## config.mk

```make
export PLATFORM = sky130hd
export DESIGN_NAME = pst_lut_ram
export DESIGN_NICKNAME = d
export VERILOG_FILES = /design/src/rtl/pixel_shade_tint_unit_defines.svh /design/src/rtl/pst_pkg.sv /design/src/rtl/pst_lut_ram.sv
export SDC_FILE = /design/constraint.sdc
export NUM_CORES = 2
export LEC_CHECK = 0
export ABC_CLOCK_PERIOD_IN_PS = 3500
export BUFFER_PORTS_ARGS = -buffer_cell sky130_fd_sc_hd__buf_2
export CORE_ASPECT_RATIO = 2
export CORE_MARGIN = 5
export CORE_UTILIZATION = 50
export DETAILED_ROUTE_END_ITERATION = 10
export MAX_ROUTING_LAYER = met4
export PLACE_DENSITY = 0.75
export SETUP_SLACK_MARGIN = 0.02
export SYNTH_ARGS = -nofsm -noshare
export SYNTH_HDL_FRONTEND = slang
export SYNTH_SLANG_ARGS = --single-unit
```

## constraint.sdc

```tcl
create_clock -name clk -period 3.5 [get_ports clk]
set_input_delay 0.35 -clock clk [delete_from_list [all_inputs] [get_ports clk]]
set_output_delay 0.35 -clock clk [all_outputs]
set_load 0.01 [all_outputs]
```

## src/rtl/pixel_shade_tint_unit_defines.svh

```systemverilog
// assertion macros shared by the pixel shade/tint rtl
// no dependencies; included by the files that carry assertions
`ifndef PIXEL_SHADE_TINT_UNIT_DEFINES_SVH
`define PIXEL_SHADE_TINT_UNIT_DEFINES_SVH

`ifndef SYNTH

// same-cycle implication, disabled during reset
`define PST_ASSERT_IMPL(lbl, clk, rst_n, ante, cons, msg) \
	lbl: assert property (@(posedge clk) disable iff (!rst_n) (ante) |-> (cons)) else $error(msg);

// next-cycle implication, disabled during reset
`define PST_ASSERT_NEXT(lbl, clk, rst_n, ante, cons, msg) \
	lbl: assert property (@(posedge clk) disable iff (!rst_n) (ante) |=> (cons)) else $error(msg);

`else

`define PST_ASSERT_IMPL(lbl, clk, rst_n, ante, cons, msg)
`define PST_ASSERT_NEXT(lbl, clk, rst_n, ante, cons, msg)

`endif

`endif

```

## src/rtl/pst_pkg.sv

```systemverilog
// types, constants and helper functions for the pixel shade/tint unit
// no dependencies; used by all rtl files of the block
package pst_pkg;

	localparam int NUM_CH    = 3;
	localparam int CH_W      = 8;
	localparam int LUT_DEPTH = 256;
	localparam int LUT_AW    = $clog2(LUT_DEPTH);
	localparam int LIM_W     = 16;
	localparam int ACC_W     = 24;
	localparam int CFG_W     = 16;
	localparam int IDX_W     = 3;

	// floor(x/100) = (x * RECIP_100) >> RECIP_SHIFT for x below 2^23
	localparam logic [23:0] RECIP_100   = 24'd10737419;
	localparam int          RECIP_SHIFT = 30;

	typedef enum logic [1:0] {
		FMT_RGB555 = 2'd0,
		FMT_RGB565 = 2'd1,
		FMT_RGB24  = 2'd2,
		FMT_RGB32  = 2'd3
	} fmt_t;

	typedef enum logic [IDX_W-1:0] {
		REG_FORMAT = 3'd0,
		REG_SHADE  = 3'd1,
		REG_TINT_R = 3'd2,
		REG_TINT_G = 3'd3,
		REG_TINT_B = 3'd4
	} reg_idx_t;

	typedef struct packed {
		fmt_t              fmt;
		logic signed [7:0] shade;
		logic [LIM_W-1:0]  tint_r;
		logic [LIM_W-1:0]  tint_g;
		logic [LIM_W-1:0]  tint_b;
	} cfg_t;

	typedef struct packed {
		logic                         we;
		logic [LUT_AW-1:0]            addr;
		logic [NUM_CH-1:0][CH_W-1:0]  data;
	} lut_wr_t;

	// floor(t/65535) for t below 256*65535, one correction step
	function automatic logic [CH_W-1:0] div_full_scale(input logic [ACC_W-1:0] t);
		logic [7:0]  q0;
		logic [16:0] r;
		q0 = t[23:16];
		r  = {1'b0, t[15:0]} + {9'b0, q0};
		return (r >= 17'd65535) ? q0 + 8'd1 : q0;
	endfunction

	// field width of a channel (0 red, 1 green, 2 blue) in a format
	function automatic logic [3:0] chan_bits(input fmt_t fmt, input logic [1:0] ch);
		case (fmt)
			FMT_RGB555: return 4'd5;
			FMT_RGB565: return (ch == 2'd1) ? 4'd6 : 4'd5;
			default:    return 4'd8;
		endcase
	endfunction

endpackage

```

## src/rtl/pst_lut_ram.sv

```systemverilog
// one channel lookup table: 256 x 8, one write port, one registered read port
// depends on pst_pkg
module pst_lut_ram (
	input  logic                         clk,
	input  logic                         we,
	input  logic [pst_pkg::LUT_AW-1:0]   waddr,
	input  logic [pst_pkg::CH_W-1:0]     wdata,
	input  logic                         re,
	input  logic [pst_pkg::LUT_AW-1:0]   raddr,
	output logic [pst_pkg::CH_W-1:0]     rdata
);

	logic [pst_pkg::CH_W-1:0] mem [pst_pkg::LUT_DEPTH];

	always_ff @(posedge clk) begin
		if (we) begin
			mem[waddr] <= wdata;
		end
		if (re) begin
			rdata <= mem[raddr];
		end
	end

endmodule

```

==> flow_metrics.env <==
export IMPL_vias_per_cell=6.37
export IMPL_placementRows=207
export IMPL_irDropWorstVdd_mv=0.541
export IMPL_synth_edf_count=2056
export IMPL_holdPathStages=1
export IMPL_yosys_warnings=0
export IMPL_hold_class="in -> reg"
export IMPL_dp_hpwl_mm=135
export IMPL_rsz0062_at_grt="no"
export IMPL_first_pass_iters=6
export IMPL_cp_data_arrival_time_ns=3.70
export IMPL_min_period_ns=3.18
export IMPL_power_density_mw_per_mm2=536
export IMPL_syn_avg_cell_area_um2=21.3
export IMPL_avgRoutedWirePerCell_um=32.3
export IMPL_die_h_um=574
export IMPL_reg2reg_slack_ns=0.35
export IMPL_p_int_w=0.0380
export IMPL_pre_cts_slack_ns=-0.543
export IMPL_track_usage_pct=24.7
export IMPL_wirelength_mm=202
export IMPL_met1Wirelength_mm=61.9
export IMPL_ys_ff_latch=2056
export IMPL_placeableCoreArea_mm2=0.159
export IMPL_ios=35
export IMPL_syn2layout_area_growth_pct=12.2
export IMPL_maxSlewViolCount=0
export IMPL_drive_gt1_share_pct=25.6
export IMPL_fin_util_pct=56.3
export IMPL_antenna_found_initial=16
export IMPL_die_area_mm2=0.168
export IMPL_path_class="in -> reg"
export IMPL_worstSetupEndpointType="flip-flop"
export IMPL_grt_pass1_wl_mm=294
export IMPL_clk_pin_slew_ns=0.07
export IMPL_min_from="wdata[2]"
export IMPL_fp_dieW_um=292
export IMPL_worstSkewPairLatency_ns=0.80
export IMPL_hold_violations=0
export IMPL_swShare_pct=20.8
export IMPL_setup_viol=0
export IMPL_final_antenna_net_count=0
export IMPL_tns_ns=0
export IMPL_ys_flop_type="edfxtp_1"
export IMPL_synth_area_top_cells="edfxtp_1 (78%), mux4_2 (13%), mux2i_1 (1.7%), nor2_1 (1.3%), a22oi_1 (1.3%)"
export IMPL_gr_total_overflow=0
export IMPL_startpoint_type="primary input"
export IMPL_reg2reg_to="rdata[1]$_DFFE_PP_"
export IMPL_ys_types=54
export IMPL_synthArstFlopShare_pct=0
export IMPL_ys_seq_area_share_pct=77.5
export IMPL_p_clk_share_pct=37.8
export IMPL_clock_sinks=2056
export IMPL_htreeDepth=4
export IMPL_netlist_area_mm2=0.0796
export IMPL_port_buffers=34
export IMPL_fmax_ghz=0.315
export IMPL_routed_top_layer="met4"
export IMPL_status="completed"
export IMPL_clock_root_buffer="clkbuf_16"
export IMPL_drtIter0Drc=5327
export IMPL_yosysMostFrequentCell="edfxtp_1"
export IMPL_drcViolationCount=0
export IMPL_layout_setup_ws_ns=0.321
export IMPL_grt_start_max_net_pins=139
export IMPL_seq_power_share_pct=56.7
export IMPL_worst_slew_pin_slew_ns=1.20
export IMPL_crit_required_ns=4.02
export IMPL_synth_top_area_share_pct=77.5
export IMPL_routabilityCongestion=0.935
export IMPL_p_switching_w=0.00994
export IMPL_fillers=11161
export IMPL_layout_nets=4072
export IMPL_syn_inst=3733
export IMPL_route_met2_wl_mm=109
export IMPL_power_leakage_nw=27.9
export IMPL_num_vias=39895
export IMPL_holdBufCountCts=2
export IMPL_wl_met3_mm=15.6
export IMPL_cts_buffers=163
export IMPL_r2r_cells=7
export IMPL_cap_viol_max_count=0
export IMPL_slew_headroom_pct=19.5
export IMPL_cts_resized=0
export IMPL_grt_pass1_vias=41651
export IMPL_netlist_top_cells_count="edfxtp_1 (2056), mux4_2 (454), nor2_1 (282)"
export IMPL_worstPathMaxFanout=25
export IMPL_rr_startpoint="mem[101][1]$_DFFE_PP_"
export IMPL_final_period_utilization_pct=90.8
export IMPL_hold_path_end="mem[198][2]$_DFFE_PP_"
export IMPL_synth_fp_nets=3760
export IMPL_cts_setup_buffers=0
export IMPL_cts_tree="yes"
export IMPL_cts_max_path_buffers=4
export IMPL_fin_worst_skew_ns=0.0422
export IMPL_power_frac_comb_pct=5.4
export IMPL_initial_core_util_pct=50.2
export IMPL_synth_largest_area_cell="edfxtp_1"
## final cells by class
| class | instances | area (um^2) | share of cell area (%) |
|---|---|---|---|
| flip-flops and latches | 2056 | 61700 | 69.1 |
| multi-input cells | 1442 | 16500 | 18.5 |
| repair buffers | 380 | 3380 | 3.78 |
| clock buffers | 202 | 4290 | 4.80 |
| inverters | 2 | 7.51 | 0.00841 |
| clock inverters | 76 | 767 | 0.859 |
| diodes | 14 | 35.0 | 0.0392 |
| well taps | 2090 | 2620 | 2.93 |
## flip-flops by register name, summed over array words and instances, names as in the netlist
name	count
mem	2048
rdata	8
## power by group through the flow
stage / clock (W) / combinational [W] / sequential [W]
floorplan: 0 / 0.00132 / 0.0277
global placement: 0 / 0.00252 / 0.0277
detailed placement: 0 / 0.00258 / 0.0277
CTS: 0.0183 / 0.00259 / 0.0272
global route: 0.0193 / 0.00270 / 0.0272
finish: 0.0181 / 0.00260 / 0.0272
## worst max-delay path by stage
stage / from / endpoint / slack, ns / cells after the start
detailed placement: raddr[0] / rdata[1]$_DFFE_PP_ / -0.54 / 10
finish: raddr[0] / rdata[1]$_DFFE_PP_ / 0.32 / 10
global placement: raddr[0] / rdata[0]$_DFFE_PP_ / -0.66 / 9
global route: raddr[0] / rdata[1]$_DFFE_PP_ / 0.27 / 10
floorplan: raddr[0] / rdata[2]$_DFFE_PP_ / 1.07 / 9
CTS: mem[87][4]$_DFFE_PP_ / rdata[4]$_DFFE_PP_ / 0.33 / 6
## kinds of logic (layout without fill, tap and decap cells)
kind of cell / after synthesis / count (layout) / share of synthesized area (%)
buffers and inverters: 235 / 660 / 1.83
multiplexers: 591 / 591 / 14.6
AO/OA/AOI/OAI: 385 / 385 / 3.42
AND/OR/NAND/NOR: 466 / 466 / 2.63
flip-flops: 2056 / 2056 / 77.5
other: 0 / 14 / 0
## critical path, stage by stage
cell and delay [ns]:
buf_8 0.36, buf_12 0.22, buf_12 0.16, mux4_2 0.49
nor2b_1 0.16, a211oi_1 0.56, nor3_1 0.14, nor4_1 0.92
buf_4 0.25, nor4_1 0.05
## per-layer routing
metal  vias to the layer above  track usage, %
met4                         0            15.5
li1                      16254               -
met5                         -               -
met2                      2241            43.0
met1                     20759            26.8
met3                       641            3.11
## metrics by stage
stage / cell area, um^2 / power (W) / instances / hold WS [ns]
global route: 89300 / 0.0492 / 6257 / 0.170
global placement: 84200 / 0.0302 / 5966 / 0.741
floorplan: 79600 / 0.0290 / 3733 / 0.449
finish: 89300 / 0.0479 / 6262 / 0.129
CTS: 89300 / 0.0480 / 6248 / 0.145
detailed placement: 84200 / 0.0303 / 5968 / 0.750
## placed cells by master (no fill, tap or decap), types with 10 or more instances in the layout
cell type,netlist,routed
a211oi_1,16,16
a21oi_1,96,96
a221oi_1,13,13
a22oi_1,133,133
buf_12,8,41
buf_2,31,24
buf_4,27,303
bufinv_16,0,16
clkbuf_1,111,36
clkbuf_16,0,166
clkinv_1,1,31
clkinv_2,0,25
diode_2,0,14
edfxtp_1,2056,2056
mux2i_1,134,134
mux4_2,454,454
nand2_1,33,33
nand3_1,34,34
nand4_1,10,10
nor2_1,282,279
nor2b_1,31,28
nor3_1,22,22
nor4_1,24,24
o211ai_1,10,10
o21ai_0,10,10
o221ai_1,46,46
o22ai_1,28,28
Power figures use the tool's default switching activity.
