==> src/rtl/pixel_shade_tint_unit_defines.svh <==
// assertion macros shared by the pixel shade/tint rtl
// no dependencies; included by the files that carry assertions
`ifndef PIXEL_SHADE_TINT_UNIT_DEFINES_SVH
`define PIXEL_SHADE_TINT_UNIT_DEFINES_SVH

`ifndef SYNTH

// same-cycle implication, disabled during reset
`define PST_ASSERT_IMPL(lbl, clk, rst_n, ante, cons, msg) \
	lbl: assert property (@(posedge clk) disable iff (!rst_n) (ante) |-> (cons)) else $error(msg);

// next-cycle implication, disabled during reset
`define PST_ASSERT_NEXT(lbl, clk, rst_n, ante, cons, msg) \
	lbl: assert property (@(posedge clk) disable iff (!rst_n) (ante) |=> (cons)) else $error(msg);

`else

`define PST_ASSERT_IMPL(lbl, clk, rst_n, ante, cons, msg)
`define PST_ASSERT_NEXT(lbl, clk, rst_n, ante, cons, msg)

`endif

`endif

==> src/rtl/pst_pkg.sv <==
// types, constants and helper functions for the pixel shade/tint unit
// no dependencies; used by all rtl files of the block
package pst_pkg;

	localparam int NUM_CH    = 3;
	localparam int CH_W      = 8;
	localparam int LUT_DEPTH = 256;
	localparam int LUT_AW    = $clog2(LUT_DEPTH);
	localparam int LIM_W     = 16;
	localparam int ACC_W     = 24;
	localparam int CFG_W     = 16;
	localparam int IDX_W     = 3;

	// floor(x/100) = (x * RECIP_100) >> RECIP_SHIFT for x below 2^23
	localparam logic [23:0] RECIP_100   = 24'd10737419;
	localparam int          RECIP_SHIFT = 30;

	typedef enum logic [1:0] {
		FMT_RGB555 = 2'd0,
		FMT_RGB565 = 2'd1,
		FMT_RGB24  = 2'd2,
		FMT_RGB32  = 2'd3
	} fmt_t;

	typedef enum logic [IDX_W-1:0] {
		REG_FORMAT = 3'd0,
		REG_SHADE  = 3'd1,
		REG_TINT_R = 3'd2,
		REG_TINT_G = 3'd3,
		REG_TINT_B = 3'd4
	} reg_idx_t;

	typedef struct packed {
		fmt_t              fmt;
		logic signed [7:0] shade;
		logic [LIM_W-1:0]  tint_r;
		logic [LIM_W-1:0]  tint_g;
		logic [LIM_W-1:0]  tint_b;
	} cfg_t;

	typedef struct packed {
		logic                         we;
		logic [LUT_AW-1:0]            addr;
		logic [NUM_CH-1:0][CH_W-1:0]  data;
	} lut_wr_t;

	// floor(t/65535) for t below 256*65535, one correction step
	function automatic logic [CH_W-1:0] div_full_scale(input logic [ACC_W-1:0] t);
		logic [7:0]  q0;
		logic [16:0] r;
		q0 = t[23:16];
		r  = {1'b0, t[15:0]} + {9'b0, q0};
		return (r >= 17'd65535) ? q0 + 8'd1 : q0;
	endfunction

	// field width of a channel (0 red, 1 green, 2 blue) in a format
	function automatic logic [3:0] chan_bits(input fmt_t fmt, input logic [1:0] ch);
		case (fmt)
			FMT_RGB555: return 4'd5;
			FMT_RGB565: return (ch == 2'd1) ? 4'd6 : 4'd5;
			default:    return 4'd8;
		endcase
	endfunction

endpackage

==> src/rtl/pst_lut_builder.sv <==
// table builder: works out per-channel limits from shade and tint, then sweeps
// all entries of the three channel tables; depends on pst_pkg and the defines header
`include "pixel_shade_tint_unit_defines.svh"

module pst_lut_builder (
	input  logic             clk,
	input  logic             arst_n,
	input  pst_pkg::cfg_t    cfg,
	input  logic             restart,
	output logic             busy,
	output pst_pkg::lut_wr_t lut_wr
);

	typedef enum logic [2:0] {
		S_LIM_MUL,
		S_LIM_DIV,
		S_LIM_SET,
		S_INIT,
		S_SWEEP,
		S_IDLE
	} state_t;

	state_t                                              state_q;
	logic [1:0]                                          ch_q;
	logic [22:0]                                         prod_q;
	logic [pst_pkg::LIM_W-1:0]                           quot_q;
	logic [pst_pkg::NUM_CH-1:0][pst_pkg::LIM_W-1:0]      lo_q;
	logic [pst_pkg::NUM_CH-1:0][pst_pkg::LIM_W-1:0]      hi_q;
	logic [pst_pkg::NUM_CH-1:0][pst_pkg::ACC_W-1:0]      acc_q;
	logic [pst_pkg::LUT_AW-1:0]                          addr_q;

	logic signed [7:0]          shade_c;
	logic                       neg;
	logic [6:0]                 mag;
	logic [pst_pkg::LIM_W-1:0]  tint_sel;
	logic [pst_pkg::LIM_W-1:0]  base;
	logic [46:0]                recip_prod;

	always_comb begin
		if (cfg.shade < -8'sd100) begin
			shade_c = -8'sd100;
		end else if (cfg.shade > 8'sd100) begin
			shade_c = 8'sd100;
		end else begin
			shade_c = cfg.shade;
		end
		neg = shade_c[7];
		mag = neg ? 7'(-shade_c) : 7'(shade_c);
		// packed 24-bit swaps the red and blue limits
		case (ch_q)
			2'd0:    tint_sel = (cfg.fmt == pst_pkg::FMT_RGB24) ? cfg.tint_b : cfg.tint_r;
			2'd1:    tint_sel = cfg.tint_g;
			default: tint_sel = (cfg.fmt == pst_pkg::FMT_RGB24) ? cfg.tint_r : cfg.tint_b;
		endcase
		base       = neg ? ~tint_sel : tint_sel;
		recip_prod = {24'b0, prod_q} * {23'b0, pst_pkg::RECIP_100};
	end

	always_comb begin
		lut_wr.we   = (state_q == S_SWEEP);
		lut_wr.addr = addr_q;
		for (int c = 0; c < pst_pkg::NUM_CH; c++) begin
			lut_wr.data[c] = pst_pkg::div_full_scale(acc_q[c]);
		end
	end

	assign busy = (state_q != S_IDLE);

	always_ff @(posedge clk or negedge arst_n) begin
		if (!arst_n) begin
			state_q <= S_LIM_MUL;
			ch_q    <= 2'd0;
			addr_q  <= '0;
		end else if (restart) begin
			state_q <= S_LIM_MUL;
			ch_q    <= 2'd0;
		end else begin
			case (state_q)
				S_LIM_MUL: begin
					prod_q  <= 23'({7'b0, base} * {16'b0, mag});
					state_q <= S_LIM_DIV;
				end
				S_LIM_DIV: begin
					quot_q  <= recip_prod[pst_pkg::RECIP_SHIFT+pst_pkg::LIM_W-1:pst_pkg::RECIP_SHIFT];
					state_q <= S_LIM_SET;
				end
				S_LIM_SET: begin
					if (neg) begin
						lo_q[ch_q] <= ~quot_q;
						hi_q[ch_q] <= '1;
					end else begin
						lo_q[ch_q] <= '0;
						hi_q[ch_q] <= quot_q;
					end
					if (ch_q == 2'(pst_pkg::NUM_CH - 1)) begin
						state_q <= S_INIT;
					end else begin
						ch_q    <= ch_q + 2'd1;
						state_q <= S_LIM_MUL;
					end
				end
				S_INIT: begin
					// entry zero holds max*lower, max = 2^bits - 1
					for (int c = 0; c < pst_pkg::NUM_CH; c++) begin
						acc_q[c] <= ({8'b0, lo_q[c]} << pst_pkg::chan_bits(cfg.fmt, 2'(c)))
							- {8'b0, lo_q[c]};
					end
					addr_q  <= '0;
					state_q <= S_SWEEP;
				end
				S_SWEEP: begin
					for (int c = 0; c < pst_pkg::NUM_CH; c++) begin
						acc_q[c] <= acc_q[c] + {8'b0, hi_q[c] - lo_q[c]};
					end
					addr_q <= addr_q + 1'b1;
					if (addr_q == pst_pkg::LUT_AW'(pst_pkg::LUT_DEPTH - 1)) begin
						state_q <= S_IDLE;
					end
				end
				S_IDLE: begin
				end
				default: state_q <= S_IDLE;
			endcase
		end
	end

	`PST_ASSERT_NEXT(a_restart_clean, clk, arst_n, restart, state_q == S_LIM_MUL && ch_q == 2'd0, "restart did not reset the sequencer")
	`PST_ASSERT_IMPL(a_limits_order, clk, arst_n, state_q == S_SWEEP, lo_q[0] <= hi_q[0] && lo_q[1] <= hi_q[1] && lo_q[2] <= hi_q[2], "lower limit above upper limit")
	`PST_ASSERT_IMPL(a_sweep_step, clk, arst_n, state_q == S_SWEEP && $past(state_q == S_SWEEP) && !$past(restart), addr_q == pst_pkg::LUT_AW'($past(addr_q) + 1'b1), "sweep address skipped")

endmodule

==> config.mk <==
export PLATFORM = sky130hd
export DESIGN_NAME = pst_lut_builder
export DESIGN_NICKNAME = d
export VERILOG_FILES = /design/src/rtl/pst_pkg.sv /design/src/rtl/pst_lut_builder.sv
export VERILOG_INCLUDE_DIRS = /design/src /design/src/rtl
export SDC_FILE = /design/constraint.sdc
export NUM_CORES = 2
export LEC_CHECK = 0
export BUFFER_PORTS_ARGS = -buffer_cell sky130_fd_sc_hd__buf_4
export CAP_MARGIN = 30
export CORE_MARGIN = 2
export CORE_UTILIZATION = 35
export DETAILED_ROUTE_END_ITERATION = 16
export PLACE_DENSITY = 0.59
export SYNTH_ARGS = -nofsm -noshare
export SYNTH_HDL_FRONTEND = slang
export SYNTH_SLANG_ARGS = --single-unit
==> constraint.sdc <==
create_clock -name clk -period 14.15 [get_ports clk]
set_input_delay 0.7075 -clock clk [delete_from_list [all_inputs] [get_ports clk]]
set_output_delay 0.7075 -clock clk [all_outputs]
set_load 0.01 [all_outputs]
==> results by group <==
Layout
  • Post-layout util: 0.387
  • Fillers: 8896
  • Area delta synth->final: 9.67%
  • Share of cells above drive strength 1: 0.0649
  • Number of antenna diodes: 0
  • Final nets: 4263
  • Most common cell after layout, fill and taps aside: inv_1
  • Most frequent cells in the layout: inv_1 (492), ha_1 (449), nor2_1 (299)

STA
  • Period utilization: 0.562
  • Setup TNS Final: 0 ns
  • Slew @ Worst Pin: approximately 0.85 ns
  • Fin. max-slew vios: 0
  • Post-route minimum period: just under 8 ns
  • Final setup fails: 0
  • Max-slew headroom: 0.433
  • RSZ-0062 raised after global routing: no
  • Worst Skew: around 0.017 ns
  • Post-route setup slack: around 6.2 ns
  • Hold WS: roughly 0.39 ns
  • Hold Fails Final Rpt: 0
  • Fmax: roughly 130 MHz

Routing
  • Pre-antenna DRT Iters: 5
  • Via density: ~5.1
  • DRC: 0
  • Total wire length: about 80000 um
  • Initial detailed-routing violation count: 1439
  • Routed wire per std cell: 17.2 um
  • Via count: around 24000
  • ANT nets after route: 0

Critical path
  • R2r startpoint: ch_q[0]
  • CP Capture Type: register
  • Worst-path fanout max: 43
  • R2R depth: 27
  • Flop-to-flop setup slack: between 6 and 7 ns
  • Critical path launch point: ch_q[0]
  • CP bufs+invs: 7
  • CP most frequent cell: inv_1
  • Crit path DAT: 8.28 ns
  • Levels on crit path: 27
  • Reg2reg end: prod_q[22]
  • Max stage delay cell, worst path: nand2_1
  • Critical path required time: between 10 and 15 ns
  • Highest cell delay on the worst timing path: 0.53 ns
  • Worst Setup Start Kind: register
  • CP top delay family: adder cells
  • Worst setup path endpoint: prod_q[22]
  • Setup CP Type: register to register

Clock network
  • CTS max path bufs: 3
  • Resize count post-CTS: 0
  • Clock Tree Root: clkbuf_16
  • Number of setup buffers added after CTS: 0
  • Clk Latency, worst-skew pair: around 0.59 ns
  • Clock net sink count: between 200 and 250
  • Htree depth: 1
  • CTS tree: done
  • CTS Buf Count: 27
  • Clock Pin Slew Worst Setup and Hold Paths: roughly 0.060 ns

Logic synthesis
  • Syn avg cell area: just over 9 um^2
  • Register area share after synthesis: 0.210
  • FF+latch count, synth: between 200 and 250
  • Yosys cell types: 89
  • Post-synthesis async set-or-reset flop share: 0.0591
  • Top post-synthesis cells by area: edfxtp_1 (20%), ha_1 (18%), fa_1 (18%)
  • Post-synth top area share: 0.200
  • Dominant cell type by area after synthesis: edfxtp_1
  • Number of flops mapped to enable cells by yosys: between 200 and 250
  • Most used DFF post-synth: edfxtp_1
  • Cells after synthesis: about 3400
  • Synth warn: 0
  • Netlist Area Pre-Place: between 30000 and 40000 um^2

Floorplanning
  • Initial Util: 0.353
  • Die area: a little over 90000 um^2
  • Die W: ~300 um
  • Ports: 95
  • Die Span Y: around 300 um
  • Core Region: 88200 um^2
  • # rows: between 100 and 150

Global routing
  • Initial antenna violation count: 0
  • First-pass GRT wire length: 129000 um
  • Grt ovf: 0
  • Vias in the first global route: ~24000
  • Pin count of the biggest net entering global routing: 68
  • Total GRT Usage: 0.177

Flow run
  • MaxCap Viol Count: 0

Min path
  • Hold Crit Class: input pin to register

Placed design
  • HPWL after detailed placement: roughly 66000 um
  • RePlAce Congestion: just under 0.9
  • Pre-CTS WS: slightly below 6 ns
  • Port Buffer Count: 94

Outcome
  • Status: completed
cells by family (layout without fill, tap and decap cells):
logic type	count (synthesis)	count (layout)	share of synthesized area
AO/OA/AOI/OAI	687	687	0.143
XOR/XNOR	231	231	0.0650
adder cells (fa/ha/maj)	723	723	0.356
buffers and inverters	575	666	0.0696
flip-flops	220	220	0.210
multiplexers	59	59	0.0192
other	2	12	0.000241
AND/OR/NAND/NOR	900	900	0.137
flip-flops by register name, summed over array words and instances (netlist names):
name and count:
state_q 3, acc_q 72, hi_q 48, ch_q 2
addr_q 8, lo_q 48, prod_q 23, quot_q 16
worst min-delay path by stage:
| stage | startpoint | endpoint | slack (ns) | cells after the start |
|---|---|---|---|---|
| after CTS | restart | ch_q[0] | 0.36 | 2 |
| after global routing | restart | ch_q[0] | 0.40 | 2 |
| after floorplan | arst_n | addr_q[0] | 0.41 | 0 |
| after global placement | addr_q[7] | addr_q[7] | 0.51 | 1 |
| after detailed placement | addr_q[7] | addr_q[7] | 0.52 | 1 |
| final | restart | ch_q[0] | 0.39 | 2 |
cells in the mapped netlist (all sizes together) (59+ instances only):
library cell / instances
o21ai: 135
fa: 273
nand2: 228
ha: 450
xnor2: 145
nor2: 300
a21oi: 231
xor2: 86
inv: 493
nand3: 65
edfxtp: 207
clkbuf: 59
worst register-to-register path: stages, from the launching register on:
cell	delay (ns)
dfrtp_1	0.41
inv_1	0.09
ha_1	0.14
buf_4	0.41
clkinv_1	0.41
nand2_1	0.53
a21oi_1	0.08
a221oi_1	0.50
xor2_1	0.51
nor2_1	0.12
fa_1	0.50
inv_1	0.06
fa_1	0.53
inv_1	0.05
fa_1	0.47
inv_1	0.05
fa_1	0.47
inv_1	0.04
ha_1	0.35
and3_1	0.20
a2111o_1	0.47
o2111ai_1	0.32
a21oi_1	0.18
o31ai_2	0.30
a31oi_1	0.16
o21a_1	0.19
nor2_1	0.11
xnor2_1	0.07
per-stage QoR:
step                instance area (um^2)  std cells
floorplan                          31200       3407
global placement                   33200       4609
detailed placement                 33300       4613
CTS                                34100       4662
global route                       34200       4663
finish                             34200       4663
metal layers:
layer	track usage	part of all wire
met2	0.286	0.45
met3	0.0223	0.050
met4	0.0358	0.020
met1	0.253	0.48
met5	0	0
layout make-up:
| type | count | area, um^2 | area share |
|---|---|---|---|
| flip-flops and latches | 220 | 6540 | 0.192 |
| clock buffers | 33 | 698 | 0.0204 |
| clock inverters | 15 | 165 | 0.00484 |
| repair buffers | 123 | 941 | 0.0275 |
| well taps | 1165 | 1460 | 0.0427 |
| inverters | 495 | 1860 | 0.0544 |
| multi-input cells | 2612 | 22500 | 0.659 |
repair_timing:
action	CTS	global route
setup endpoints to repair	0	0
hold buffers	1	0
hold endpoints to repair	13	0
Power is left out: the tool's default activity adds up to more than one toggle a clock period on the data nets, which glitch-free logic cannot reach.
